## config.mk

```make
export PLATFORM = sky130hd
export DESIGN_NAME = prf_trig
export DESIGN_NICKNAME = d
export VERILOG_FILES = /design/src/design/prf_pkg.sv /design/src/design/prf_trig.sv
export SDC_FILE = /design/constraint.sdc
export NUM_CORES = 2
export LEC_CHECK = 0
export BUFFER_PORTS_ARGS = -buffer_cell sky130_fd_sc_hd__buf_4
export CORE_MARGIN = 10
export CORE_UTILIZATION = 45
export DETAILED_ROUTE_END_ITERATION = 10
export GPL_ROUTABILITY_DRIVEN = 0
export GPL_TIMING_DRIVEN = 0
export SETUP_SLACK_MARGIN = 0.15
export SYNTH_ARGS = -nofsm -noshare
export SYNTH_HDL_FRONTEND = slang
export SYNTH_SLANG_ARGS = --single-unit
```

## constraint.sdc

```tcl
create_clock -name clk_i -period 16.1 [get_ports clk_i]
set_input_delay 2.415 -clock clk_i [delete_from_list [all_inputs] [get_ports clk_i]]
set_output_delay 2.415 -clock clk_i [all_outputs]
set_load 0.05 [all_outputs]
```

## src/design/prf_pkg.sv

```systemverilog
// package for the park rotation unit: q16 constants, shared types and the range reduction helper
// no dependencies
package prf_pkg;

  localparam int unsigned QOne        = 65536;
  localparam int unsigned QPi         = 205887;
  localparam int unsigned QTwoPi      = 411775;
  localparam int unsigned QHalfPi     = 102944;
  localparam int unsigned QQuarterPi  = 51472;

  // reciprocal multipliers for exact truncating division of 17-bit operands
  localparam int unsigned RecipDiv6     = 174763;
  localparam int unsigned ShiftDiv6     = 20;
  localparam int unsigned RecipDiv24    = 174763;
  localparam int unsigned ShiftDiv24    = 22;
  localparam int unsigned RecipDiv120   = 139811;
  localparam int unsigned ShiftDiv120   = 24;
  localparam int unsigned RecipDiv720   = 186414;
  localparam int unsigned ShiftDiv720   = 27;
  localparam int unsigned RecipDiv5040  = 213045;
  localparam int unsigned ShiftDiv5040  = 30;

  typedef enum logic {
    CMD_FWD = 1'b0,
    CMD_INV = 1'b1
  } cmd_e;

  // payload carried down the delay line to the rotation stage
  typedef struct packed {
    logic               cmd;
    logic signed [31:0] a;
    logic signed [31:0] b;
  } item_t;

  // state of one trig evaluation in flight
  typedef struct packed {
    logic        neg;
    logic        use_cos;
    logic [16:0] x;
  } trig_t;

  // reduce angle to [0, pi/4], x in (-2pi, 4pi)
  function automatic trig_t reduce(input logic signed [20:0] xin);
    logic signed [20:0] x;
    trig_t r;
    x = xin;
    r.neg = 1'b0;
    if (x < 0) x = x + 21'(QTwoPi);
    if (x >= 21'sd411775) x = x - 21'(QTwoPi);
    if (x >= 21'sd205887) begin
      r.neg = 1'b1;
      x = x - 21'(QPi);
    end
    if (x > 21'sd102944) x = 21'(QPi) - x;
    r.use_cos = (x > 21'sd51472);
    if (r.use_cos) x = 21'(QHalfPi) - x;
    r.x = x[16:0];
    return r;
  endfunction

endpackage

```

## src/design/prf_trig.sv

```systemverilog
// sine or cosine polynomial over six register stages, powers, constant divisions, sum
// depends on prf_pkg
module prf_trig (
  input  logic                clk_i,
  input  logic                en_i,
  input  prf_pkg::trig_t      t_i,
  output logic signed [17:0]  val_o
);

  prf_pkg::trig_t t1_q, t2_q, t3_q, t4_q;
  logic [16:0] x1_q, x2_q, x3_q, x4_q;
  logic [16:0] p2_q, p2b_q, p2c_q;
  logic [16:0] p3_q, p4_q;
  logic [16:0] p5_q, p6_q, p7_q;
  logic [16:0] d2_q, d2b_q, d3_q, d3b_q, d4_q, d4b_q, d5_q, d6_q;
  logic [16:0] q7_q;
  logic [17:0] part_q;
  logic        neg5_q;
  logic [33:0] m2, m3, m4, m5, m6, m7;
  logic [34:0] md3, md4, md5, md6, md7;

  // stage 1: square
  assign m2 = t_i.x * t_i.x;
  always_ff @(posedge clk_i) begin
    if (en_i) begin
      t1_q <= t_i;
      x1_q <= t_i.x;
      p2_q <= m2[32:16];
    end
  end

  // stage 2: third and fourth power
  assign m3 = p2_q * x1_q;
  assign m4 = p2_q * p2_q;
  always_ff @(posedge clk_i) begin
    if (en_i) begin
      t2_q  <= t1_q;
      x2_q  <= x1_q;
      p2b_q <= p2_q;
      p3_q  <= m3[32:16];
      p4_q  <= m4[32:16];
    end
  end

  // stage 3: fifth and sixth power, low order divisions
  assign m5  = p3_q * p2b_q;
  assign m6  = p4_q * p2b_q;
  assign md3 = p3_q * 18'(prf_pkg::RecipDiv6);
  assign md4 = p4_q * 18'(prf_pkg::RecipDiv24);
  always_ff @(posedge clk_i) begin
    if (en_i) begin
      t3_q  <= t2_q;
      x3_q  <= x2_q;
      p2c_q <= p2b_q;
      p5_q  <= m5[32:16];
      p6_q  <= m6[32:16];
      d2_q  <= p2b_q >> 1;
      d3_q  <= 17'(md3 >> prf_pkg::ShiftDiv6);
      d4_q  <= 17'(md4 >> prf_pkg::ShiftDiv24);
    end
  end

  // stage 4: seventh power, higher order divisions
  assign m7  = p5_q * p2c_q;
  assign md5 = p5_q * 18'(prf_pkg::RecipDiv120);
  assign md6 = p6_q * 18'(prf_pkg::RecipDiv720);
  always_ff @(posedge clk_i) begin
    if (en_i) begin
      t4_q  <= t3_q;
      x4_q  <= x3_q;
      p7_q  <= m7[32:16];
      d2b_q <= d2_q;
      d3b_q <= d3_q;
      d4b_q <= d4_q;
      d5_q  <= 17'(md5 >> prf_pkg::ShiftDiv120);
      d6_q  <= 17'(md6 >> prf_pkg::ShiftDiv720);
    end
  end

  // stage 5: last division and partial series sum
  assign md7 = p7_q * 18'(prf_pkg::RecipDiv5040);
  always_ff @(posedge clk_i) begin
    if (en_i) begin
      neg5_q <= t4_q.neg;
      if (t4_q.use_cos) begin
        q7_q   <= '0;
        part_q <= 18'(prf_pkg::QOne) - 18'(d2b_q) + 18'(d4b_q) - 18'(d6_q);
      end else begin
        q7_q   <= 17'(md7 >> prf_pkg::ShiftDiv5040);
        part_q <= 18'(x4_q) - 18'(d3b_q) + 18'(d5_q);
      end
    end
  end

  // stage 6: final term and sign
  always_ff @(posedge clk_i) begin
    if (en_i) begin
      val_o <= neg5_q ? $signed(18'(q7_q) - part_q) : $signed(part_q - 18'(q7_q));
    end
  end

endmodule

```

### Yosys cells after proc, flatten, opt, wreduce, memory -nomap -nowiden

Cells that the tools add are included.
Widths: inputs -> output; s select.

* $add $sub $neg: 7
* multipliers: 11
* muxes and demuxes: 2

Operators by type and width (number)
* $mul 17x17->33: 6
* $mul 17x18->35 const B: 4
* $mux 18: 2
* $mul 17x17->34 const B: 1
* $add 18x11->18: 1
* $add 18x13->18: 1
* $sub 17x15->18: 1
* $sub 17x16->18 const A: 1
* $sub 17x18->18: 1
* $sub 18x17->18: 1
* $sub 18x8->18: 1

* bits in registers: 373
* input bits: 21
* word-level logic and storage cells: 53

### Longest topological paths before layout

* word-level depth: 4
* depth in mapped cells: 24
* depth with buffers taken out: 24

### Worst setup path before layout

No wires, ideal clock.

* path type: input-to-reg
* start point: input port t_i[14] in the netlist's numbering
* end point: register p2_q[16], data pin
* setup time: 0.260 ns
* arrival: 7.868 ns
* path slack: 7.972 ns
* stages: 22
* path buffers: 2
* cell sequence: clkbuf_1 > clkbuf_1 > nand2_1 > fa_1 > fa_1 > inv_1 > fa_1 > fa_1 > fa_1 > inv_1 > fa_1 > inv_1 > ha_1 > a21oi_1 > nor2_1 > or3_1 > nor3_1 > or3_1 > nand3_1 > a31o_2 > a21oi_1 > xnor2_1

* longest elaborated chain between the ends: 1

Ends and longest elaborated chain
* start: declaration: line prf_trig.sv:6 `input prf_pkg::trig_t t_i,`
* $mul 17x17->33: line prf_trig.sv:23 `assign m2 = t_i.x * t_i.x;`
* net m2[32]: line prf_trig.sv:19 `logic [33:0] m2, m3, m4, m5, m6, m7;`
* end signal: assignment: line prf_trig.sv:28 `p2_q <= m2[32:16];`
* end: declaration: line prf_trig.sv:12 `logic [16:0] p2_q, p2b_q, p2c_q;`

The timed path passes the listed nets, and every way through them passes these cells.
A chain may end at the register's enable or synchronous reset.

### Worst setup path in the final report

Ends and elaborated chain as after synthesis.

==> qor.csv <==
metric,value,unit
TritonCTS clock tree,done,
TritonRoute pass-1 iters,6,
nets,11493,
Netlist cell types,79,
die width,451,microns
First DRT Iteration DRCs,3447,
top cell type's share of synthesized area,0.389,
DIE HEIGHT,451,microns
number of global-route vias before repair,61709,
gr usage total,0.215,
CP endpoint kind,register,
"Max FO, Critical Path",10,
RSZ-0062 raised after global routing,no,
Yosys warning total,0,
DRC Markers,0,
largest net degree at the start of global routing,113,
Num CTS Buffers,44,
Vias per Instance,5.13,
hold buffers post-CTS,0,
Post-DP Area,86900,sq um
site row count,157,
grt ovf,0,
Max-slew headroom,0.244,
WP data arrival,9020,ps
Top-Level Pins,39,
starting density of the core,0.454,
Final Hold Fails,0,
Syn-to-layout area delta,6.02,%
final setup fails,0,
Regs by FF count,"part_q (18), val_o (18)",
Worst Hold Class,register to register,
final non-filler cell total,11047,
Cells after Synth,8457,
Final Max Tran Viols,0,
fill count,17381,
CTS max path bufs,3,
number of enable flip-flop cells after synthesis,345,
setup tns final,0,ps
die area,203000,sq um
fin crit share,0.538,
Synth Cell Area,83400,sq um
Crit Path Category,input port to register,
"Reg clk slew, reported paths",50,ps
CTS Sinks,345,
WL/cell,19.4,microns
maxcap violations,0,
synthesized flop and latch total,345,
Tmin final,8660,ps
Syn Area/Cell,9.87,sq um
Inst Count DP,10963,
"area leader, netlist",fa_1,
I/O Buffers,38,
initial antenna violation count,11,
Post-DP HPWL,181000,microns
sequential share of the synthesized area,0.124,
H-tree depth,2,
Skew-Pair Late Insertion Delay,670,ps
startpoint types,input port,
core area,184000,sq um
syn nets,11405,
cell area after layout,88500,sq um
Post-CTS Setup Inserts,0,
via count,56701,
upper clock frequency limit,116,MHz
share of cells above drive strength 1,0.0168,
Worst-Margin Slew,1130,ps
routed wire length,214000,microns
DRT antenna net count,0,
Layout Skew,58.5,ps
Synth Flop Type,edfxtp_1,
synth top area cells,"fa_1, ha_1, edfxtp_1",
first-pass GRT wire length,345000,microns
root buf cell,clkbuf_16,
Critical Path RT,16470,ps
status,"finished, final reports clean",
PostCTS Resize Cnt,0,
Async SR Flop Fraction,0,
==> cell usage in the layout (no fill, tap or decap), types with 15 or more instances in the layout <==
master / count
clkbuf_16: 45
nand4_1: 25
nand3_1: 48
a211oi_1: 19
nor3_1: 36
nand2_1: 901
o21bai_1: 17
ha_1: 1305
and2_1: 586
or3_1: 15
xnor2_1: 148
nor2_1: 150
o21ai_0: 92
clkbuf_1: 238
o21a_1: 25
xor2_1: 84
nor2b_1: 38
a31oi_1: 19
a21oi_1: 187
a21o_1: 94
buf_4: 37
nand2b_1: 17
and3_1: 34
edfxtp_1: 345
inv_1: 2264
fa_1: 1622
==> logic make-up (layout without fill, tap and decap cells) <==
family                     count (synthesis)  after routing  synth area share
AOI/OAI and AO/OA                        552            552            0.0429
muxes                                      8              8          0.000990
other                                      0              4                 0
adders and majority gates               2927           2927             0.585
and+or+nand+nor                         1898           1898             0.110
DFF                                      345            345             0.124
xor gates and xnor gates                 232            232            0.0244
buffers and inverters                   2495           2617             0.112
==> area by class of cell <==
type                       count  area [sq um]  share of cell area
multi-input combinational   5617         63700               0.720
sequential                   345         10400               0.117
inverter                    2264          8500              0.0961
tap                         2464          3080              0.0349
clock buffer                  53          1160              0.0131
buffer                       231           868             0.00982
timing repair buffer          42           387             0.00437
clock inverter                27           380             0.00430
antenna                        4          10.0            0.000113
==> critical path, cell delays in order <==
cell      delay, ps
buf_4           100
clkbuf_1        360
clkbuf_1        600
nand2_1         170
fa_1            570
fa_1            560
inv_1            50
fa_1            480
fa_1            510
fa_1            490
inv_1            50
fa_1            470
inv_1            40
ha_1            320
a21oi_1         200
nor2_1           60
or3_1           350
nor3_1          390
or3_1           210
nand3_1         100
a31o_2          260
a21oi_1         170
xnor2_1          80
==> per-layer routing <==
layer  GRT usage  vias to the layer above  wire length (microns)
met5           0                        -                     13
met4      0.0690                        2                   8110
met3      0.0319                      401                  14300
met2       0.352                     1731                  98200
met1       0.295                    28720                  93600
li1            -                    25847                      -
==> cell usage after synthesis, drive strengths merged, types with 6 or more instances <==
cell type  number
a31oi          20
nor2b          38
nand4          25
xor2           84
nor2          150
nand2b         17
and4           13
fa           1622
nand2         901
inv          2264
nor3           37
a211oi         20
o21ai          97
mux2i           6
nand3          48
o21a           25
a21oi         188
and2          586
clkbuf        230
ha           1305
nor3b           7
o211ai         12
xnor2         148
edfxtp        345
o31ai           9
or3            15
a311oi          7
or2            11
and3           34
a21o           94
o21bai         17
==> worst paths after layout <==
path              end  slack (ps)      from  depth (start not counted)
max          p2_q[16]        7440   t_i[14]                         23
min          d4b_q[7]         380   d4_q[7]                          0
max reg2reg   p6_q[7]        7580  p2b_q[2]                         19
min reg2reg  d4b_q[7]         380   d4_q[7]                          0
==> stage by stage <==
| stage | setup WS (ps) | utilization | hold WS [ps] |
|---|---|---|---|
| 3_3_place_gp | 6830 | 0.473 | 403 |
| 5_1_grt | 7100 | 0.482 | 389 |
| 3_5_place_dp | 6740 | 0.473 | 405 |
| 6_report | 7440 | 0.482 | 379 |
| 2_1_floorplan | 7970 | - | 400 |
| 4_1_cts | 7410 | 0.482 | 383 |
Power is left out: the tool's default activity adds up to more than one toggle a clock period on the data nets, which glitch-free logic cannot reach.
